`src/hdl/assert_macros.svh`:
```
// ============================================================================
// Assertion macros
// Shared concurrent assertion forms for the register server RTL.
// ============================================================================
`ifndef ASSERT_MACROS_SVH
`define ASSERT_MACROS_SVH

// Implication checked every clock, off while reset is high.
`define MBRS_ASSERT(label, clk, rst, prop) \
   label: assert property (@(posedge clk) disable iff (rst) prop) \
      else $error("assertion failed");

// Condition that must never be seen, off while reset is high.
`define MBRS_NEVER(label, clk, rst, cond) \
   label: assert property (@(posedge clk) disable iff (rst) !(cond)) \
      else $error("forbidden condition seen");

`endif

```
`src/hdl/mbrs_pkg.sv`:
```
// ============================================================================
// mbrs_pkg
// Types, codes and the CRC-16 step of the register server.
// ============================================================================
`default_nettype none

package mbrs_pkg;

   typedef struct packed {
      logic [2:0]  opcode;
      logic [7:0]  rx_byte;
      logic [5:0]  reg_index;
      logic [15:0] reg_value;
   } req_type;

   typedef struct packed {
      logic        out_kind;
      logic [7:0]  tx_byte;
      logic        last_byte;
      logic [15:0] read_value;
      logic        holding_written;
   } rsp_type;

   localparam logic [2:0] OP_RX_BYTE   = 3'd0;
   localparam logic [2:0] OP_FRAME_END = 3'd1;
   localparam logic [2:0] OP_WR_INPUT  = 3'd2;
   localparam logic [2:0] OP_WR_HOLD   = 3'd3;
   localparam logic [2:0] OP_RD_HOLD   = 3'd4;

   localparam logic [7:0] FC_READ_HOLD  = 8'd3;
   localparam logic [7:0] FC_READ_INPUT = 8'd4;
   localparam logic [7:0] FC_WRITE_ONE  = 8'd6;

   localparam logic [7:0] EXC_ILLEGAL_FUNC = 8'd1;
   localparam logic [7:0] EXC_ILLEGAL_ADDR = 8'd2;
   localparam logic [7:0] EXC_FLAG         = 8'b1000_0000;

   localparam logic [15:0] CRC_INIT = 16'hFFFF;
   localparam logic [15:0] CRC_POLY = 16'hA001;
   localparam logic [3:0]  FRAME_LEN = 4'd8;

   localparam logic       KIND_TX   = 1'b0;
   localparam logic       KIND_READ = 1'b1;

   // one byte through the reflected CRC-16, bit by bit
   function automatic logic [15:0] crc16_byte(input logic [15:0] crc, input logic [7:0] b);
      logic [15:0] c;
      c = crc ^ {8'h00, b};
      for (int k = 0; k < 8; k++) begin
         if (c[0]) c = (c >> 1) ^ CRC_POLY;
         else      c = c >> 1;
      end
      return c;
   endfunction

endpackage

`default_nettype wire

```
`src/hdl/modbus_rtu_register_server_top.sv`:
```
// ============================================================================
// modbus_rtu_register_server_top
// Modbus RTU slave: receives frame bytes, checks CRC-16 and address, serves
// function 3/4 reads and function 6 writes from two register memories.
// ============================================================================
//
//  channel | ports                    | handshake
//  --------+--------------------------+------------------------------
//  request | req_valid/ready/data     | accepted when valid && ready
//  reply   | rsp_valid/ready/data     | accepted when valid && ready
//  config  | csr_we, csr_wdata        | written when csr_we is high
//
// Received bytes, host writes: one per clock while idle (CRC step is one byte per clock).
// Host read: the registered memory read port gives the value, then ST_HREAD loads the reply.
// Frame end: the reply bytes are sent one at a time, with an ST_FETCH memory
// fetch before each register read.
// After reset a clearing pass writes zero into both memories, one entry a
// cycle, over max(INPUT_REG_COUNT, HOLDING_REG_COUNT) entries; req_ready is low.
// A stalled rsp_ready holds the reply byte and the sequencer waits on it.
`default_nettype none

module modbus_rtu_register_server_top #(
   parameter int INPUT_REG_COUNT   = 64,
   parameter int HOLDING_REG_COUNT = 64,
   parameter int MAX_READ_COUNT    = 16
) (
   input  wire logic              clock,
   input  wire logic              reset,
   input  wire logic              req_valid,
   output logic                   req_ready,
   input  wire mbrs_pkg::req_type req_data,
   output logic                   rsp_valid,
   input  wire logic              rsp_ready,
   output mbrs_pkg::rsp_type      rsp_data,
   input  wire logic              csr_we,
   input  wire logic [7:0]        csr_wdata
);
   import mbrs_pkg::*;

   localparam int MAX_COUNT = (INPUT_REG_COUNT > HOLDING_REG_COUNT) ?
                              INPUT_REG_COUNT : HOLDING_REG_COUNT;
   localparam int IAW = (INPUT_REG_COUNT > 1) ? $clog2(INPUT_REG_COUNT) : 1;
   localparam int HAW = (HOLDING_REG_COUNT > 1) ? $clog2(HOLDING_REG_COUNT) : 1;
   localparam int PW  = $clog2(MAX_COUNT + 1);   // pointer / clear counter
   localparam int CW  = $clog2(MAX_READ_COUNT + 1);

   typedef enum logic [3:0] {
      ST_CLEAR, ST_IDLE, ST_HREAD, ST_HDR, ST_FETCH, ST_DHI, ST_DLO, ST_CRCL, ST_CRCH
   } state_type;

   typedef enum logic [1:0] {MODE_READ, MODE_WRITE, MODE_EXC} mode_type;

   state_type   state_ff;
   mode_type    mode_ff;
   logic [7:0]  dev_addr_ff;
   logic [7:0]  frame_ff [8];
   logic [3:0]  byte_cnt_ff;
   logic [15:0] crc_ff;
   logic [15:0] tx_crc_ff;
   logic [7:0]  exc_code_ff;
   logic [2:0]  hdr_pos_ff;
   logic [CW-1:0] word_cnt_ff;
   logic [PW-1:0] ptr_ff;
   logic [PW-1:0] clr_ptr_ff;
   logic        tbl_input_ff;
   logic        hrd_oor_ff;
   logic        rsp_valid_ff;
   rsp_type     rsp_ff;

   // register memories, registered read
   logic [15:0] imem_ff [INPUT_REG_COUNT];
   logic [15:0] hmem_ff [HOLDING_REG_COUNT];
   logic [15:0] ird_ff, hrd_ff;

   logic          accept, emit_ok, emit_now, frame_ok;
   logic [15:0]   first16, word16, idx16;
   logic [16:0]   sum17;
   logic [PW-1:0] rd_addr;
   logic          iwe, hwe;
   logic [IAW-1:0] iwaddr;
   logic [HAW-1:0] hwaddr;
   logic [15:0]   iwdata, hwdata, rdata;
   logic [7:0]    hdr_byte;
   logic [15:0]   tx_crc_in;

   assign req_ready = (state_ff == ST_IDLE);
   assign accept    = req_valid && req_ready;
   assign rsp_valid = rsp_valid_ff;
   assign rsp_data  = rsp_ff;
   assign emit_ok   = !rsp_valid_ff || rsp_ready;
   // a new response byte is loaded this cycle
   assign emit_now  = emit_ok && (state_ff == ST_HREAD || state_ff == ST_HDR ||
                                  state_ff == ST_DHI || state_ff == ST_DLO ||
                                  state_ff == ST_CRCL || state_ff == ST_CRCH);

   assign first16  = {frame_ff[2], frame_ff[3]};
   assign word16   = {frame_ff[4], frame_ff[5]};
   assign sum17    = {1'b0, first16} + {1'b0, word16};
   assign idx16    = {10'd0, req_data.reg_index};
   assign frame_ok = (byte_cnt_ff == FRAME_LEN) && (crc_ff == 16'h0000) &&
                     (frame_ff[0] == dev_addr_ff);
   assign rdata    = tbl_input_ff ? ird_ff : hrd_ff;
   assign rd_addr  = (state_ff == ST_IDLE) ? idx16[PW-1:0] : ptr_ff;

   // memory write port: clearing pass, host writes, function 6
   always_comb begin
      iwe = 1'b0; hwe = 1'b0;
      iwaddr = idx16[IAW-1:0]; hwaddr = idx16[HAW-1:0];
      iwdata = req_data.reg_value; hwdata = req_data.reg_value;
      if (state_ff == ST_CLEAR) begin
         iwe = ({{(32-PW){1'b0}}, clr_ptr_ff} < 32'(INPUT_REG_COUNT));
         hwe = ({{(32-PW){1'b0}}, clr_ptr_ff} < 32'(HOLDING_REG_COUNT));
         iwaddr = clr_ptr_ff[IAW-1:0]; hwaddr = clr_ptr_ff[HAW-1:0];
         iwdata = 16'h0000; hwdata = 16'h0000;
      end else if (accept) begin
         case (req_data.opcode)
            OP_WR_INPUT: iwe = (idx16 < 16'(INPUT_REG_COUNT));
            OP_WR_HOLD:  hwe = (idx16 < 16'(HOLDING_REG_COUNT));
            OP_FRAME_END: begin
               if (frame_ok && frame_ff[1] == FC_WRITE_ONE &&
                   first16 < 16'(HOLDING_REG_COUNT)) begin
                  hwe = 1'b1;
                  hwaddr = first16[HAW-1:0];
                  hwdata = word16;
               end
            end
            default: ;
         endcase
      end
   end

   always_ff @(posedge clock) begin
      if (iwe) imem_ff[iwaddr] <= iwdata;
      if (hwe) hmem_ff[hwaddr] <= hwdata;
      ird_ff <= imem_ff[rd_addr[IAW-1:0]];
      hrd_ff <= hmem_ff[rd_addr[HAW-1:0]];
   end

   // header byte of the reply at hdr_pos, and the reply CRC step for the byte sent
   always_comb begin
      case (hdr_pos_ff)
         3'd0: hdr_byte = frame_ff[0];
         3'd1: hdr_byte = (mode_ff == MODE_EXC) ? (frame_ff[1] | EXC_FLAG) : frame_ff[1];
         3'd2: begin
            case (mode_ff)
               MODE_EXC:  hdr_byte = exc_code_ff;
               MODE_READ: hdr_byte = {frame_ff[5][6:0], 1'b0};
               default:   hdr_byte = frame_ff[2];
            endcase
         end
         3'd3: hdr_byte = frame_ff[3];
         3'd4: hdr_byte = frame_ff[4];
         default: hdr_byte = frame_ff[5];
      endcase
      case (state_ff)
         ST_DHI:  tx_crc_in = crc16_byte(tx_crc_ff, rdata[15:8]);
         ST_DLO:  tx_crc_in = crc16_byte(tx_crc_ff, rdata[7:0]);
         default: tx_crc_in = crc16_byte(tx_crc_ff, hdr_byte);
      endcase
   end

   always_ff @(posedge clock) begin
      if (reset) begin
         state_ff     <= ST_CLEAR;
         clr_ptr_ff   <= '0;
         dev_addr_ff  <= 8'd1;
         byte_cnt_ff  <= 4'd0;
         crc_ff       <= CRC_INIT;
         rsp_valid_ff <= 1'b0;
         mode_ff      <= MODE_EXC;
         hdr_pos_ff   <= 3'd0;
      end else begin
         if (csr_we) dev_addr_ff <= csr_wdata;
         if (rsp_valid_ff && rsp_ready && !emit_now) rsp_valid_ff <= 1'b0;
         case (state_ff)
            ST_CLEAR: begin
               clr_ptr_ff <= clr_ptr_ff + PW'(1);
               if (clr_ptr_ff == PW'(MAX_COUNT - 1)) state_ff <= ST_IDLE;
            end
            ST_IDLE: begin
               if (accept) begin
                  case (req_data.opcode)
                     OP_RX_BYTE: begin
                        crc_ff <= crc16_byte(crc_ff, req_data.rx_byte);
                        if (byte_cnt_ff < FRAME_LEN)
                           frame_ff[byte_cnt_ff[2:0]] <= req_data.rx_byte;
                        if (byte_cnt_ff <= FRAME_LEN) byte_cnt_ff <= byte_cnt_ff + 4'd1;
                     end
                     OP_FRAME_END: begin
                        byte_cnt_ff <= 4'd0;
                        crc_ff      <= CRC_INIT;
                        tx_crc_ff   <= CRC_INIT;
                        hdr_pos_ff  <= 3'd0;
                        if (frame_ok) begin
                           state_ff <= ST_HDR;
                           tbl_input_ff <= (frame_ff[1] == FC_READ_INPUT);
                           if (frame_ff[1] == FC_READ_HOLD ||
                               frame_ff[1] == FC_READ_INPUT) begin
                              if (sum17 > 17'((frame_ff[1] == FC_READ_INPUT) ?
                                              INPUT_REG_COUNT : HOLDING_REG_COUNT) ||
                                  word16 > 16'(MAX_READ_COUNT)) begin
                                 mode_ff <= MODE_EXC;
                                 exc_code_ff <= EXC_ILLEGAL_ADDR;
                              end else begin
                                 mode_ff <= MODE_READ;
                                 ptr_ff <= first16[PW-1:0];
                                 word_cnt_ff <= word16[CW-1:0];
                              end
                           end else if (frame_ff[1] == FC_WRITE_ONE) begin
                              if (first16 >= 16'(HOLDING_REG_COUNT)) begin
                                 mode_ff <= MODE_EXC;
                                 exc_code_ff <= EXC_ILLEGAL_ADDR;
                              end else begin
                                 mode_ff <= MODE_WRITE;
                              end
                           end else begin
                              mode_ff <= MODE_EXC;
                              exc_code_ff <= EXC_ILLEGAL_FUNC;
                           end
                        end
                     end
                     OP_RD_HOLD: begin
                        // keep the index so a stalled reply still reads the same entry
                        ptr_ff     <= idx16[PW-1:0];
                        hrd_oor_ff <= (idx16 >= 16'(HOLDING_REG_COUNT));
                        state_ff   <= ST_HREAD;
                     end
                     default: ;
                  endcase
               end
            end
            ST_HREAD: begin
               if (emit_ok) begin
                  rsp_valid_ff <= 1'b1;
                  rsp_ff <= '{out_kind: KIND_READ, tx_byte: 8'd0, last_byte: 1'b1,
                              read_value: hrd_oor_ff ? 16'd0 : hrd_ff,
                              holding_written: 1'b0};
                  state_ff <= ST_IDLE;
               end
            end
            ST_HDR: begin
               if (emit_ok) begin
                  rsp_valid_ff <= 1'b1;
                  rsp_ff <= '{out_kind: KIND_TX, tx_byte: hdr_byte, last_byte: 1'b0,
                              read_value: 16'd0,
                              holding_written: (mode_ff == MODE_WRITE)};
                  tx_crc_ff  <= tx_crc_in;
                  hdr_pos_ff <= hdr_pos_ff + 3'd1;
                  if (hdr_pos_ff == ((mode_ff == MODE_WRITE) ? 3'd5 : 3'd2)) begin
                     if (mode_ff == MODE_READ && word_cnt_ff != '0) state_ff <= ST_FETCH;
                     else state_ff <= ST_CRCL;
                  end
               end
            end
            ST_FETCH: state_ff <= ST_DHI;
            ST_DHI: begin
               if (emit_ok) begin
                  rsp_valid_ff <= 1'b1;
                  rsp_ff <= '{out_kind: KIND_TX, tx_byte: rdata[15:8], last_byte: 1'b0,
                              read_value: 16'd0, holding_written: 1'b0};
                  tx_crc_ff <= tx_crc_in;
                  state_ff  <= ST_DLO;
               end
            end
            ST_DLO: begin
               if (emit_ok) begin
                  rsp_valid_ff <= 1'b1;
                  rsp_ff <= '{out_kind: KIND_TX, tx_byte: rdata[7:0], last_byte: 1'b0,
                              read_value: 16'd0, holding_written: 1'b0};
                  tx_crc_ff   <= tx_crc_in;
                  ptr_ff      <= ptr_ff + PW'(1);
                  word_cnt_ff <= word_cnt_ff - CW'(1);
                  state_ff    <= (word_cnt_ff == CW'(1)) ? ST_CRCL : ST_FETCH;
               end
            end
            ST_CRCL: begin
               if (emit_ok) begin
                  rsp_valid_ff <= 1'b1;
                  rsp_ff <= '{out_kind: KIND_TX, tx_byte: tx_crc_ff[7:0], last_byte: 1'b0,
                              read_value: 16'd0,
                              holding_written: (mode_ff == MODE_WRITE)};
                  state_ff <= ST_CRCH;
               end
            end
            ST_CRCH: begin
               if (emit_ok) begin
                  rsp_valid_ff <= 1'b1;
                  rsp_ff <= '{out_kind: KIND_TX, tx_byte: tx_crc_ff[15:8], last_byte: 1'b1,
                              read_value: 16'd0,
                              holding_written: (mode_ff == MODE_WRITE)};
                  state_ff <= ST_IDLE;
               end
            end
            default: state_ff <= ST_IDLE;
         endcase
      end
   end

`include "assert_macros.svh"

   `MBRS_NEVER(a_cnt_sat, clock, reset, byte_cnt_ff > 4'd9)
   `MBRS_ASSERT(a_hdr_pos, clock, reset, (state_ff == ST_HDR) |-> (hdr_pos_ff <= 3'd5))
   `MBRS_ASSERT(a_clear_blocks, clock, reset, (state_ff == ST_CLEAR) |-> !req_ready)
   `MBRS_ASSERT(a_read_last, clock, reset,
      (rsp_valid && rsp_data.out_kind == KIND_READ) |-> rsp_data.last_byte)

endmodule

`default_nettype wire
```
`config.mk`:
```
export PLATFORM = sky130hd
export DESIGN_NAME = modbus_rtu_register_server_top
export DESIGN_NICKNAME = d
export VERILOG_FILES = /design/src/hdl/mbrs_pkg.sv /design/src/hdl/modbus_rtu_register_server_top.sv
export VERILOG_INCLUDE_DIRS = /design/src /design/src/hdl
export SDC_FILE = /design/constraint.sdc
export NUM_CORES = 2
export LEC_CHECK = 0
export BUFFER_PORTS_ARGS = -buffer_cell sky130_fd_sc_hd__buf_2
export CAP_MARGIN = 20
export CORE_UTILIZATION = 41
export DETAILED_ROUTE_END_ITERATION = 16
export GPL_ROUTABILITY_DRIVEN = 0
export MAX_ROUTING_LAYER = met4
export PLACE_DENSITY = 0.68
export SLEW_MARGIN = 30
export SYNTH_ARGS = -nofsm -noshare
export SYNTH_HDL_FRONTEND = slang
export SYNTH_SLANG_ARGS = --single-unit
```
`constraint.sdc`:
```
create_clock -name clock -period 14.9 [get_ports clock]
set_input_delay 4.47 -clock clock [delete_from_list [all_inputs] [get_ports clock]]
set_output_delay 4.47 -clock clock [all_outputs]
set_load 0.01 [all_outputs]
```
==> reports/metrics.cfg <==
[route]
via_per_inst = 5.91
routed_wl_mm = 220
first_pass_iters = 6
detail_route.wl_per_cell_um = 27.8
vias = 46800
postRouteAntennaNets = 0
drt_iter0_drc = 5683
drcViolationCount = 0

[final_layout]
register_area_mm2 = 0.0662
fin_nets = 4976
drive_above_1_share_pct = 22.8
multiInputGateArea_mm2 = 0.0220
final_common_cell = edfxtp_1
n_fill_cell = 17700
syn_to_final_growth_pct = 12.6
final_cell_mix = edfxtp_1, mux4_2, nand2_1

[die]
io_pins = 75
dieArea_mm2 = 0.219
die_y_um = 468
die_w_um = 468
initial_core_util_pct = 41.4
rows = 170
core_mm2 = 0.215

[synth]
synthArstFlopShare_pct = 0
synth_nets = 4774
synth_edf_count = 2153
yosysWarnings = 0
synth-seq-area-share_pct = 74.3
synth_area_mm2 = 0.0891
syn-instance-count = 4700
syn_area_per_cell_um2 = 19.0
synth_top_flop_cell = edfxtp_1
ys_types = 81
synth-seq-cells = 2230

[sta]
worst_slack_ps = 6960
tightest_slew_ps = 1010
fin_setup_tns_ps = 0
min_period_over_period_pct = 53.3
fmax_mhz = 126
rsz0062_at_grt = false
setup_viol = 0
final-max-slew-violation-count = 0
skew_ps = 31.4
slew_headroom_pct = 32.4
hold_ws_ps = 524
min_period_ps = 7940
finalHoldViolations = 0

[placed_design]
pre_cts_ws_ps = 6050
hpwl_mm = 129
portBuffers = 74

[setup_path]
worstSetupStartpoint = req_data[32]
path_class = in2reg
cp-start-kind = input port
cp_max_fo = 10
reg2reg_from = state_ff[0]$_SDFFE_PP0P_
cp-end-kind = flip-flop
cp.arrival_ps = 8470
cp_data_required_time_ps = 15420

[power_and_ir_drop]
leakage_nw = 32.0
p_comb_share_pct = 18.0
peakVddDrop_v = 0.000146
intPower_w = 0.0113
power_density_mw_per_mm2 = 156
switching_share_pct = 27.5
seqPwrFrac_pct = 49.0
pwr-share-clk_pct = 33.0
p_sw_w = 0.00430

[clocking]
cts.repair.resized = 0
cts_root_buf = clkbuf_16
clock_path_buffers = 3
insertion_delay_ps = 830
cts_setup_buffers = 0
cts_tree = done
cts_hold_buf = 0
clock-sinks = 2230
numCtsBuffers = 201
htreeDepth = 4
path_clk_slew_ps = 60

[grt]
track_usage_pct = 20.6
grt_max_degree = 136
grt_pass1_wl_mm = 321
overflow = 0
grt_antenna_before_repair = 14
grt_pass1_vias = 46300

[worst_hold_path]
hold_start = dev_addr_ff[1]$_SDFFE_PP0P_
hold_path_class = reg2reg

[run_status]
status = completed

[run]
max_cap_violations = 0

[through the flow]
step	util, %	cells	power [W]	instance area [um2]
floorplan	-	4700	0.00947	89100
detailed placement	43.6	7536	0.0106	93800
finish	46.6	7921	0.0156	100000
global placement	43.5	7536	0.0106	93700
global route	46.6	7919	0.0161	100000
CTS	46.6	7912	0.0157	100000
[layout make-up]
type	instances	share of cell area [%]
sequential	2230	65.9
tap	2838	3.54
antenna	8	0.0199
clock buffer	252	5.37
multi-input combinational	2181	22.0
timing repair buffer	271	1.96
clock inverter	124	1.16
inverter	17	0.0636
[cells in the mapped netlist, drive strengths merged (68+ instances only)]
cell	instances	area, um2
and2	167	1040
buf	103	513
dfxtp	77	1540
a31oi	68	425
a211oi	163	1220
mux4	512	11500
nand2	344	1310
nor2	219	852
a21oi	106	531
clkbuf	169	637
edfxtp	2153	64700
xnor2	89	780
[cells by family after synthesis]
group	Yosys count	share of synthesized area, %
flops	2230	74.3
xor+xnor	116	1.16
simple gates	910	4.87
fa+ha+maj	28	0.401
mux	584	13.8
compound gates	543	4.20
buf+inv	289	1.36
[final timing paths]
kind                                  to  slack, ps  cells past startpoint
min          dev_addr_ff[1]$_SDFFE_PP0P_        520                      2
min reg2reg  dev_addr_ff[1]$_SDFFE_PP0P_        520                      2
max            hmem_ff[53][10]$_DFFE_PP_       6960                     11
max reg2reg           ird_ff[12]$_DFF_P_       9040                     12
[flip-flops by register name (all words and copies together), names as in the netlist, 16 cells and up]
| register | count |
|---|---|
| hrd_ff | 16 |
| ird_ff | 16 |
| rsp_data | 27 |
| hmem_ff | 1024 |
| imem_ff | 1024 |
| tx_crc_ff | 16 |
| frame_ff | 48 |
| crc_ff | 16 |
[critical path: stages]
cell and delay [ps]:
buf_2 170, nand2b_1 200, nor2_1 480, nand3_1 320, nand3b_2 540, mux2i_1 240
a21oi_1 450, and2b_1 320, nand2_2 260, nor2_1 700, buf_4 310
[layer usage]
| layer | vias up | part of all wire [%] | wire (um) | track usage, % |
|---|---|---|---|---|
| met4 | 0 | 2.7 | 5920 | 6.01 |
| met5 | - | 0 | 0 | - |
| met2 | 2311 | 48 | 106000 | 32.0 |
| met3 | 336 | 9.1 | 20100 | 3.27 |
| met1 | 24600 | 40 | 88100 | 28.1 |
| li1 | 19500 | - | - | - |
[power groups by stage]
| stage | clock network (W) | logic, W | registers, W |
|---|---|---|---|
| floorplan | 0 | 0.00177 | 0.00770 |
| global placement | 0 | 0.00278 | 0.00778 |
| detailed placement | 0 | 0.00282 | 0.00779 |
| CTS | 0.00523 | 0.00282 | 0.00766 |
| global route | 0.00544 | 0.00299 | 0.00767 |
| finish | 0.00517 | 0.00282 | 0.00766 |
Power figures use the tool's default switching activity.
